==> config.mk <==
export PLATFORM = sky130hd
export DESIGN_NAME = hwu_ctrl
export DESIGN_NICKNAME = d
export VERILOG_FILES = /design/src/hw/rtl/hwu_pkg.sv /design/src/hw/rtl/hwu_ctrl.sv
export SDC_FILE = /design/constraint.sdc
export NUM_CORES = 1
export LEC_CHECK = 0
export BUFFER_PORTS_ARGS = -buffer_cell sky130_fd_sc_hd__buf_2
export CAP_MARGIN = 20
export CORE_AREA = 2 2 39 41
export CTS_BUF_LIST = sky130_fd_sc_hd__clkbuf_16
export CTS_CLUSTER_DIAMETER = 100
export DETAILED_ROUTE_END_ITERATION = 6
export DIE_AREA = 0 0 41 43
export HOLD_SLACK_MARGIN = 0.06
export PLACE_DENSITY = 0.39
export REMOVE_ABC_BUFFERS = 1
export SYNTH_ARGS = -nofsm -noshare
export SYNTH_HDL_FRONTEND = slang
export SYNTH_SLANG_ARGS = --single-unit
export TNS_END_PERCENT = 100
==> constraint.sdc <==
create_clock -name clk -period 2.5 [get_ports clk]
set_clock_uncertainty 0.2 [all_clocks]
set_input_delay 0.625 -clock clk [delete_from_list [all_inputs] [get_ports clk]]
set_output_delay 0.625 -clock clk [all_outputs]
set_load 0.01 [all_outputs]
==> src/hw/rtl/hwu_pkg.sv <==
// Shared package for the Hebbian weight update block.
// Holds the array sizes, the action codes and the controller/datapath interface structs.
// No dependencies.
package hwu_pkg;

    localparam int NUM_OUTPUTS = 16;
    localparam int NUM_INPUTS  = 16;
    localparam int DATA_W      = 16;
    localparam int MEM_DEPTH   = NUM_OUTPUTS * NUM_INPUTS;
    localparam int ADDR_W      = (MEM_DEPTH > 1) ? $clog2(MEM_DEPTH) : 1;
    localparam int CIDX_W      = (NUM_INPUTS > 1) ? $clog2(NUM_INPUTS) : 1;

    typedef enum logic [1:0] {
        ACT_LOAD_X = 2'd0,
        ACT_UPDATE = 2'd1,
        ACT_READ   = 2'd2,
        ACT_WRITE  = 2'd3
    } action_t;

    // Commands from the controller to the datapath.
    typedef struct packed {
        logic load_x;
        logic write_w;
        logic upd_start;
        logic upd_issue;
        logic rd_issue;
        logic out_load;
    } hwu_cmd_t;

    // Status from the datapath to the controller.
    typedef struct packed {
        logic row_ok;
        logic last_col;
        logic pipe_busy;
        logic out_free;
    } hwu_status_t;

endpackage

==> src/hw/rtl/hwu_ctrl.sv <==
// Controller of the Hebbian weight update block.
// Sequences input words into load, write, row update and read operations.
// Depends on hwu_pkg.
module hwu_ctrl (
    input  logic                 clk,
    input  logic                 rst_n,
    input  logic                 in_valid,
    output logic                 in_ready,
    input  logic [1:0]           action,
    input  hwu_pkg::hwu_status_t status,
    output hwu_pkg::hwu_cmd_t    cmd
);
    import hwu_pkg::*;

    typedef enum logic [1:0] {
        IDLE,
        UPD_ISSUE,
        UPD_DRAIN,
        RD_WAIT
    } state_t;

    state_t  state_reg;
    state_t  state_next;
    action_t act;
    logic    accept;

    assign act      = action_t'(action);
    assign in_ready = (state_reg == IDLE);
    assign accept   = in_valid && in_ready;

    always_comb
    begin
        state_next = state_reg;
        cmd        = '0;
        unique case (state_reg)
            IDLE:
            begin
                if (accept)
                begin
                    unique case (act)
                        ACT_LOAD_X: cmd.load_x  = 1'b1;
                        ACT_WRITE:  cmd.write_w = 1'b1;
                        ACT_UPDATE:
                        begin
                            // An update of a row outside the matrix does nothing.
                            if (status.row_ok)
                            begin
                                cmd.upd_start = 1'b1;
                                state_next    = UPD_ISSUE;
                            end
                        end
                        ACT_READ:
                        begin
                            cmd.rd_issue = 1'b1;
                            state_next   = RD_WAIT;
                        end
                        default: state_next = IDLE;
                    endcase
                end
            end
            UPD_ISSUE:
            begin
                cmd.upd_issue = 1'b1;
                if (status.last_col)
                begin
                    state_next = UPD_DRAIN;
                end
            end
            UPD_DRAIN:
            begin
                if (!status.pipe_busy)
                begin
                    state_next = IDLE;
                end
            end
            RD_WAIT:
            begin
                cmd.out_load = status.out_free;
                if (status.out_free)
                begin
                    state_next = IDLE;
                end
            end
            default: state_next = IDLE;
        endcase
    end

    always_ff @(posedge clk or negedge rst_n)
    begin
        if (!rst_n)
        begin
            state_reg <= IDLE;
        end
        else
        begin
            state_reg <= state_next;
        end
    end

    a_idle_pipe_empty: assert property (@(posedge clk) disable iff (!rst_n)
        (state_reg == IDLE) |-> !status.pipe_busy)
        else $error("update pipeline still busy while controller is idle");

    a_read_pipe_empty: assert property (@(posedge clk) disable iff (!rst_n)
        (state_reg == RD_WAIT) |-> !status.pipe_busy)
        else $error("update pipeline busy during a read");

endmodule

; ---- Yosys cells after proc, flatten, opt, wreduce, memory -nomap -nowiden
; Cells that the tools add are included.
[totals]
reg_bits = 2
elab_cells = 35
[classes]
n_mux = 18
eq_ne = 12
reduce_logical = 4
[op_table]
columns = op, count
row1 = $mux 2, 5
row2 = $mux 1, 9
row3 = $eq 2x2->1 const B, 4
row4 = $pmux 2 s4, 1
row5 = $mux 3, 2
row6 = $ne 2x2->1 const B, 3
row7 = $reduce_and 6->1, 1
row8 = $eq 2x1->1 const B, 2
row9 = $logic_not 2->1, 2
row10 = $pmux 2 s2, 1
row11 = $ne 3x1->1 const B, 1
row12 = $ne 3x3->1 const B, 1
row13 = $ne 2x1->1 const B, 1
row14 = $logic_and 1x1->1, 1

; ---- Longest topological paths before layout
; Gate-level depths: netlist of run 1.
[logic_depth]
depth_word = 4
mapped_depth = 3

; ---- Worst setup path after synthesis of run 1
; No wires, ideal clock.
[synth_path]
path_type = register to output
startpoint = reg state_reg[0]
endpoint = out cmd[1] in the netlist's numbering
path_stages_with_launch = 4
path_buffers = 0
slack_ns = 0.640
t_required_ns = 1.675
arrival_time_ns = 1.035
cell_sequence = dfrtp_1 nor2_2 nand2_1 nor3b_1
[synth_lines]
columns = element, line
row1 = start: declaration, hwu_ctrl.sv:22  ; state_t state_reg;
row2 = start signal: assignment, hwu_ctrl.sv:96  ; state_reg <= state_next;
row3 = end: declaration, hwu_ctrl.sv:11  ; output hwu_pkg::hwu_cmd_t cmd

==> reports/metrics.csv, run 1 <==
stage,metric,value,unit
route,drt-initial-drc-count,1,
pwr,vdd_drop_max,335,uV
yosys,synthCells,21,
yosys,syn_avg_cell_area,8.04,sq um
finish,largest_register_ffs,2,
place,place.gp.congestion,0.633,
critical_path,r2r_slack,1.26,ns
sta,tightest_slew,0.240,ns
floorplanning,die_y,43,um
clock_network,cts_tree,built,
sta,maxClockFrequency,483,MHz
grt,grtUsageTotal,7.61,%
grt,grt_start_max_net_pins,9,
yosys,synth-seq-cells,2,
yosys,synth.distinct_cells,17,
sta,relSlewSlack,83.8,%
sta,rsz0062_at_grt,no,
place,pre_cts_slack,0.435,ns
floorplanning,dieArea,1760,sq um
yosys,synth_area_leaders,"dfrtp_1 30%, and3_1 11%, mux2i_1 5.9%, nor4bb_1 5.9%, a211oi_1 4.4%",
clock_network,clock_tree.root_cell,clkbuf_16,
critical_path,cp-end-kind,primary output,
clock_network,clk_pin_slew,0.03,ns
sta,setup_viol,0,
sta,setup_ws,0.430,ns
floorplanning,initial_core_util,12.2,%
yosys,syn_area,169,sq um
hold_path,min_path_type,reg -> reg,
clock_network,cts_max_level,1,
critical_path,crit_type,reg -> out,
route,first_pass_iters,2,
route,route.detailed.drc,0,
sta,tns,0,ns
finish,area_growth,107,%
route,via_per_inst,3.93,
critical_path,r2r_cells,3,
critical_path,cpLargestDelayFamily,flip-flops,
yosys,yosys_warnings,0,
sta,finalCriticalPeriod,2.07,ns
sta,post-route-period-util,82.8,%
place,port_buffers,15,
run_status,status,"finished, final reports clean",
finish,layout-drive-gt1-share,47.5,%
critical_path,cpPeakStageDelay,0.45,ns
yosys,yosys.area.top_type,dfrtp_1,
route,drt-total-wl,523,um
hold_path,min_to,state_reg[1],
route,postRouteAntennaNets,0,
floorplanning,dieWidth,41,um
job,max_cap_violations,0,
critical_path,slowest_stage,dfrtp_1,
critical_path,r2r_start,state_reg[1],
finish,nets,51,
grt,grt_pass1_wl,848,um
critical_path,cp_max_fo,8,
critical_path,cp_num_buf_inv,1,
critical_path,cp-start-kind,flop,
clock_network,ctsResizeCount,0,
floorplanning,coreArea,1380,sq um
pwr,p_per_area,1190,nW/um^2
hold_path,whs_path_depth,1,
yosys,synth_top_area_share,29.6,%
finish,regArea,50.0,sq um
pwr,power.leakage,0.189,nW
finish,diodes,0,
grt,overflow,0,
yosys,synth-seq-area-share,29.6,%
grt,antenna_found_initial,0,
finish,final.fill_count,160,
route,vias,220,
route,wl_per_cell,9.34,um
critical_path,worst-endpoint-required,1.67,ns
finish,multi_input_area,119,sq um
critical_path,r2r-end,state_reg[1],
clock_network,clock-sinks,2,
sta,hold_viol_final,0,
critical_path,arrival,1.25,ns
critical_path,crit_chain,nor2_2 -> nand2_1 -> nor3b_1 -> buf_2,
clock_network,cts_buffers,3,
grt,grt_pass1_vias,193,
floorplanning,rows,14,
clock_network,clk_latency,0.22,ns
floorplanning,io_pins,16,
sta,drv_slew,0,
clock_network,clock_path_buffers,2,
place,place_hpwl,391,um
hold_path,min_from,state_reg[0],
-- metrics by stage --
stage / std cells / util (%) / area, sq um / total power, mW / hold WS (ns)
floorplan: 21 / - / 169 / 0.132 / 0.129
global placement: 52 / 19.1 / 264 / 0.179 / 0.213
detailed placement: 52 / 19.1 / 264 / 0.176 / 0.213
CTS: 56 / 25.2 / 349 / 0.422 / 0.369
global route: 56 / 25.2 / 349 / 0.440 / 0.410
finish: 56 / 25.2 / 349 / 0.415 / 0.365
-- how the worst max path moves through the flow --
stage / startpoint / endpoint / slack, ns / cells past startpoint
5_1_grt: state_reg[1] / cmd[1] / 0.36 / 4
6_report: state_reg[1] / cmd[1] / 0.43 / 4
3_3_place_gp: action[1] / cmd[3] / 0.43 / 4
2_1_floorplan: state_reg[0] / cmd[1] / 0.64 / 3
3_5_place_dp: action[1] / cmd[3] / 0.43 / 4
4_1_cts: state_reg[0] / cmd[1] / 0.42 / 4
-- cell usage after synthesis --
master / n
and3_1: 3
dfrtp_1: 2
nand2_1: 2
a211oi_1: 1
a21oi_1: 1
and2_1: 1
and2b_1: 1
mux2i_1: 1
nand2b_1: 1
nand3_1: 1
nor2_2: 1
nor2b_1: 1
nor3_1: 1
nor3b_1: 1
nor4bb_1: 1
o21ai_0: 1
o21ai_1: 1
-- cell type report --
type / count / area share (%)
flip-flops and latches: 2 / 14.3
clock buffers: 3 / 21.5
well taps: 16 / 5.73
multi-input cells: 19 / 34.1
repair buffers: 16 / 24.4
-- logic make-up (layout without fill, tap and decap cells) --
| logic type | count (synthesis) | after routing | share of synthesized area (%) |
|---|---|---|---|
| flops | 2 | 2 | 29.6 |
| buf+inv | 0 | 19 | 0 |
| mux | 1 | 1 | 5.93 |
| simple gates | 14 | 14 | 51.1 |
| compound gates | 4 | 4 | 13.3 |
-- report_power, final --
part | internal [mW] | total, mW | leakage (nW) | switching, mW
Clock | 0.203 | 0.238 | 0.0370 | 0.0350
Sequential | 0.0469 | 0.0735 | 0.0255 | 0.0267
Combinational | 0.0509 | 0.103 | 0.127 | 0.0521
Total | 0.301 | 0.415 | 0.189 | 0.114
-- layout by cell type (no fill, tap or decap) --
master         instances
buf_2                 15
nor4bb_1               1
nor3_1                 1
nor2_2                 1
nor2b_1                1
mux2i_1                1
a21oi_1                1
a211oi_1               1
nand3_1                1
clkbuf_16              3
nor3b_1                1
dlygate4sd3_1          1
o21ai_1                1
and2_1                 1
dfrtp_1                2
nand2b_1               1
o21ai_0                1
and2b_1                1
nand2_1                2
and3_1                 3
-- timing repair --
item | in CTS | in global routing
setup buffers | 0 | 0
hold buffers | 1 | 0
hold endpoints to repair | 2 | 0
setup endpoints to repair | 0 | 0
-- routing by layer --
metal	GRT usage, %	up-vias	share of wire, %
li1	-	118	-
met5	0	-	0
met2	7.81	18	31
met3	5.76	0	18
met4	6.00	0	0
met1	9.87	84	51
Note: power is estimated with default switching activity, not from simulation.
==> inputs of run 2 (changes only) <==
- PLACE_DENSITY: 0.39 -> 0.4
- clock period: 2.5 -> 1.9 ns (I/O delays scaled with it)
==> reports/metrics.csv, run 2 (synthesis gave the netlist of run 1 again) <==
stage,metric,value,unit,change
floorplanning,initial_core_util,12.2,%,unchanged
sta,post-route-period-util,97.6,%,
finish,layout-drive-gt1-share,59.1,%,+12 points
finish,regArea,50.0,sq um,unchanged
place,place.gp.congestion,0.653,,+3.2%
pwr,p_per_area,1620,nW/um^2,+36%
clock_network,clk_pin_slew,0.03,ns,about the same
clock_network,clock-sinks,2,,unchanged
sta,tightest_slew,0.251,ns,+0.0113 ns
clock_network,cts_tree,built,,
hold_path,whs_path_depth,3,,+2
floorplanning,dieWidth,41,um,unchanged
clock_network,clk_latency,0.22,ns,about the same
finish,largest_register_ffs,2,,unchanged
critical_path,crit_type,reg -> out,,
grt,antenna_found_initial,0,,unchanged
job,max_cap_violations,0,,unchanged
sta,setup_ws,0.0451,ns,-0.385 ns
place,placedCellCount,54,,+3.8%
route,top_layer,met3,,
route,postRouteAntennaNets,0,,unchanged
sta,finalCriticalPeriod,1.85,ns,
route,wl_per_cell,9.63,um,+3.1%
critical_path,cp-start-kind,flop,,
critical_path,cp_max_fo,3,,-5
place,pre_cts_slack,0.139,ns,-0.296 ns
finish,final.fill_count,159,,-0.63%
floorplanning,rows,14,,unchanged
sta,maxClockFrequency,539,MHz,
route,route.detailed.drc,0,,unchanged
grt,overflow,0,,unchanged
sta,whs,0.331,ns,-0.0334 ns
run_status,status,"finished, final reports clean",,
grt,grtUsageTotal,8.32,%,+0.72 points
floorplanning,coreArea,1380,sq um,unchanged
hold_path,min_from,status[1],,
place,place_hpwl,435,um,+11%
floorplanning,io_pins,16,,unchanged
grt,grt_pass1_vias,217,,+12%
critical_path,r2r-end,state_reg[1],,
clock_network,clock_path_buffers,2,,unchanged
critical_path,r2r_start,state_reg[1],,
route,wl_met2,219,um,+35%
route,drt-met1-wl,261,um,-2.2%
grt,grt_start_max_net_pins,8,,-1
place,port_buffers,15,,unchanged
route,first_pass_iters,4,,+2
clock_network,cts_buffers,3,,unchanged
critical_path,cp-end-kind,primary output,,
finish,area_growth,133,%,
hold_path,min_to,state_reg[1],,
grt,grt_pass1_wl,910,um,+7.3%
pwr,power.leakage,0.214,nW,+13%
sta,drv_slew,0,,unchanged
finish,final_util,28.5,%,+3.3 points
floorplanning,die_y,43,um,unchanged
sta,relSlewSlack,83.0,%,-0.76 points
finish,finalNonFillerCells,60,,+7.1%
clock_network,clock_tree.root_cell,clkbuf_16,,
route,via_per_inst,3.83,,-2.4%
route,vias,230,,+4.5%
route,drt-initial-drc-count,6,,+5
route,wl_met3,97,um,+4.3%
critical_path,worst-endpoint-required,1.22,ns,-0.45 ns
sta,setup_viol,0,,unchanged
clock_network,cts_max_level,1,,unchanged
critical_path,r2r_cells,4,,+1
sta,hold_viol_final,0,,unchanged
route,drt-total-wl,578,um,+11%
floorplanning,dieArea,1760,sq um,unchanged
finish,layout_commonest_cell,buf_2,,
finish,diodes,0,,unchanged
finish,final_cell_mix,"15 x buf_2, 4 x buf_4, 3 x and3_1, 3 x clkbuf_16, 2 x dfrtp_1",,
finish,nets,55,,+7.8%
hold_path,min_path_type,in -> reg,,
critical_path,arrival,1.18,ns,-0.07 ns
finish,multi_input_area,134,sq um,+13%
pwr,power.total,639,uW,+54%
critical_path,r2r_slack,0.58,ns,-0.68 ns
pwr,vdd_drop_max,640,uV,+91%
run 2: changes by cell type in the layout (fill, tap and decap cells not counted), sizes merged:
| cell | change |
|---|---|
| buf | +4 |
run 2: per-layer routing:
metal	vias to the layer above	track usage, %
met5	-	0
met4	0	6.00
met3	0	7.33
met2	16	9.06
met1	89	9.94
li1	125	-
run 2: final cells by class:
| class | count | area share, % |
|---|---|---|
| timing repair buffer | 20 | 29.2 |
| clock buffer | 3 | 19.0 |
| tap | 16 | 5.08 |
| sequential | 2 | 12.7 |
| multi-input combinational | 19 | 34.0 |
run 2: worst max-delay path by stage:
stage | from | end | slack [ns] | cells past startpoint
3_5_place_dp | action[1] | cmd[3] | 0.14 | 4
2_1_floorplan | state_reg[0] | cmd[1] | 0.19 | 3
4_1_cts | state_reg[1] | cmd[1] | 0.004 | 4
3_3_place_gp | action[1] | cmd[3] | 0.15 | 4
6_report | state_reg[0] | cmd[4] | 0.05 | 4
5_1_grt | state_reg[0] | cmd[1] | -0.009 | 4
run 2: critical path, cell delays in order (launching register included):
cell and delay [ns]:
dfrtp_1 0.39, nor2_4 0.15, and2_4 0.15, and3_1 0.14
buf_2 0.12
run 2: where the power goes:
group,internal [mW],switching (mW),leakage (nW)
Clock,0.268,0.0457,0.0370
Combinational,0.133,0.111,0.152
Sequential,0.0619,0.0190,0.0255
run 2: what timing repair did:
item	CTS	global route
hold endpoints to repair	2	0
hold buffers	1	0
pin swaps	1	1
gates resized for setup	1	3
setup buffers	1	1
setup endpoints to repair	1	4
run 2: stage by stage:
stage,cell area (sq um),TNS [ns]
2_1_floorplan,169,0
3_3_place_gp,279,0
3_5_place_dp,279,0
4_1_cts,374,0
5_1_grt,394,-0.0198
6_report,394,0
==> inputs of run 3 (changes only) <==
- CORE_AREA: 2 2 39 41 -> 3 3 40 42
- DIE_AREA: 0 0 41 43 -> 0 0 43 45
==> reports/metrics.csv, run 3 (synthesis gave the netlist of run 1 again) <==
stage,metric,value,unit,change
critical_path,cp-start-kind,flop,,
finish,design_area,379,sq um,-3.8%
clock_network,cts_buffers,3,,unchanged
sta,whs,0.335,ns,+0.00348 ns
route,drt-total-wl,608,um,+5.2%
pwr,power.leakage,0.203,nW,-5.1%
pwr,p_per_area,1600,nW/um^2,-1.1%
hold_path,whs_path_depth,3,,unchanged
place,place_hpwl,423,um,-2.8%
route,postRouteAntennaNets,0,,unchanged
sta,finalCriticalPeriod,1.87,ns,+0.0103 ns
finish,diodes,0,,unchanged
floorplanning,rows,13,,-1
sta,drv_slew,0,,unchanged
sta,setup_viol,0,,unchanged
sta,tightest_slew,0.224,ns,-0.0269 ns
sta,hold_viol_final,0,,unchanged
hold_path,min_to,state_reg[1],,
finish,largest_register_ffs,2,,unchanged
grt,antenna_found_initial,0,,unchanged
finish,regArea,51.3,sq um,+2.5%
critical_path,r2r_cells,4,,unchanged
route,vias,232,,+0.87%
floorplanning,coreArea,1280,sq um,-7.1%
hold_path,min_path_type,in -> reg,,
run_status,status,"finished, final reports clean",,
grt,grt_start_max_net_pins,8,,unchanged
critical_path,r2r_slack,0.58,ns,about the same
finish,area_growth,124,%,
floorplanning,dieArea,1940,sq um,+9.8%
finish,layout_commonest_cell,buf_2,,
finish,nets,53,,-3.6%
job,max_cap_violations,0,,unchanged
route,first_pass_iters,2,,-2
clock_network,clk_latency,0.22,ns,about the same
finish,final.fill_count,138,,-13%
route,wl_per_cell,10.7,um,+11%
place,place.gp.congestion,0.608,,-7.0%
clock_network,clock_tree.root_cell,clkbuf_16,,
grt,grt_pass1_vias,243,,+12%
clock_network,clock_path_buffers,2,,unchanged
place,port_buffers,15,,unchanged
route,drt-initial-drc-count,1,,-5
critical_path,r2r_start,state_reg[1],,
hold_path,min_from,status[1],,
grt,grt_pass1_wl,993,um,+9.1%
critical_path,cp-startpoint,state_reg[1],,
clock_network,cts_tree,built,,
critical_path,worst-endpoint-required,1.22,ns,about the same
floorplanning,die_y,45,um,+4.7%
sta,post-route-period-util,98.2,%,+0.54 points
sta,relSlewSlack,84.9,%,+1.8 points
critical_path,arrival,1.19,ns,about the same
pwr,power.total,608,uW,-4.9%
grt,grtUsageTotal,7.66,%,-0.66 points
critical_path,cp-end-kind,primary output,,
critical_path,cp_max_fo,3,,unchanged
finish,multi_input_area,134,sq um,unchanged
place,placed_area,270,sq um,-3.1%
finish,final_cell_mix,"15 x buf_2, 3 x and3_1, 3 x clkbuf_16",,
clock_network,clk_pin_slew,0.03,ns,about the same
critical_path,crit_type,reg -> out,,
floorplanning,io_pins,16,,unchanged
sta,maxClockFrequency,536,MHz,-0.55%
grt,overflow,0,,unchanged
sta,tns,0,ns,unchanged
floorplanning,initial_core_util,13.1,%,+0.94 points
finish,layout-drive-gt1-share,59.5,%,+0.43 points
route,route.detailed.drc,0,,unchanged
floorplanning,dieWidth,43,um,+4.9%
route,via_per_inst,4.07,,+6.2%
clock_network,clock-sinks,2,,unchanged
pwr,vdd_drop_max,380,uV,-41%
clock_network,cts_max_level,1,,unchanged
critical_path,r2r-end,state_reg[1],,
## run 3: cell count changes in the layout (fill, tap and decap cells not counted), sizes merged
cell	previous run	this run
buf	19	17
## run 3: through the flow
step	setup slack (ns)	cells	util [%]
finish	0.0348	57	29.5
detailed placement	0.143	52	21.0
CTS	0.0295	57	28.7
global placement	0.140	52	21.0
global route	-0.00105	57	29.5
floorplan	0.190	21	-
## run 3: critical path, cell delays in order, from the launching register on
cell and delay, ns:
dfrtp_2 0.41, nor2_4 0.13, and2_4 0.15, and3_1 0.15, buf_2 0.12
## run 3: worst max-delay path by stage
stage,end,slack [ns],cells after the start
global placement,cmd[3],0.14,4
CTS,cmd[1],0.03,4
global route,cmd[3],-0.001,4
floorplan,cmd[1],0.19,3
finish,cmd[4],0.03,4
detailed placement,cmd[3],0.14,4
## run 3: repair_timing
action | in CTS | in global routing
endpoints found under the hold margin | 2 | 0
setup endpoints to repair | 3 | 2
pin swaps | 0 | 3
resized for setup | 2 | 3
setup buffers | 1 | 0
hold buffers | 1 | 0
## run 3: cell type report
class	instances	area share, %
multi-input combinational	19	35.3
sequential	2	13.5
clock buffer	3	19.8
tap	15	4.95
timing repair buffer	18	26.4
## run 3: metal layers
layer	global-route usage, %	wire length (um)
met3	3.98	83
met1	8.43	297
met2	9.58	210
met5	0	0
met4	9.04	17
## run 3: power breakdown
part	internal (mW)	total (mW)	leakage, nW	switching, mW
Sequential	0.0639	0.0853	0.0243	0.0214
Combinational	0.103	0.204	0.142	0.101
Clock	0.268	0.318	0.0370	0.0500
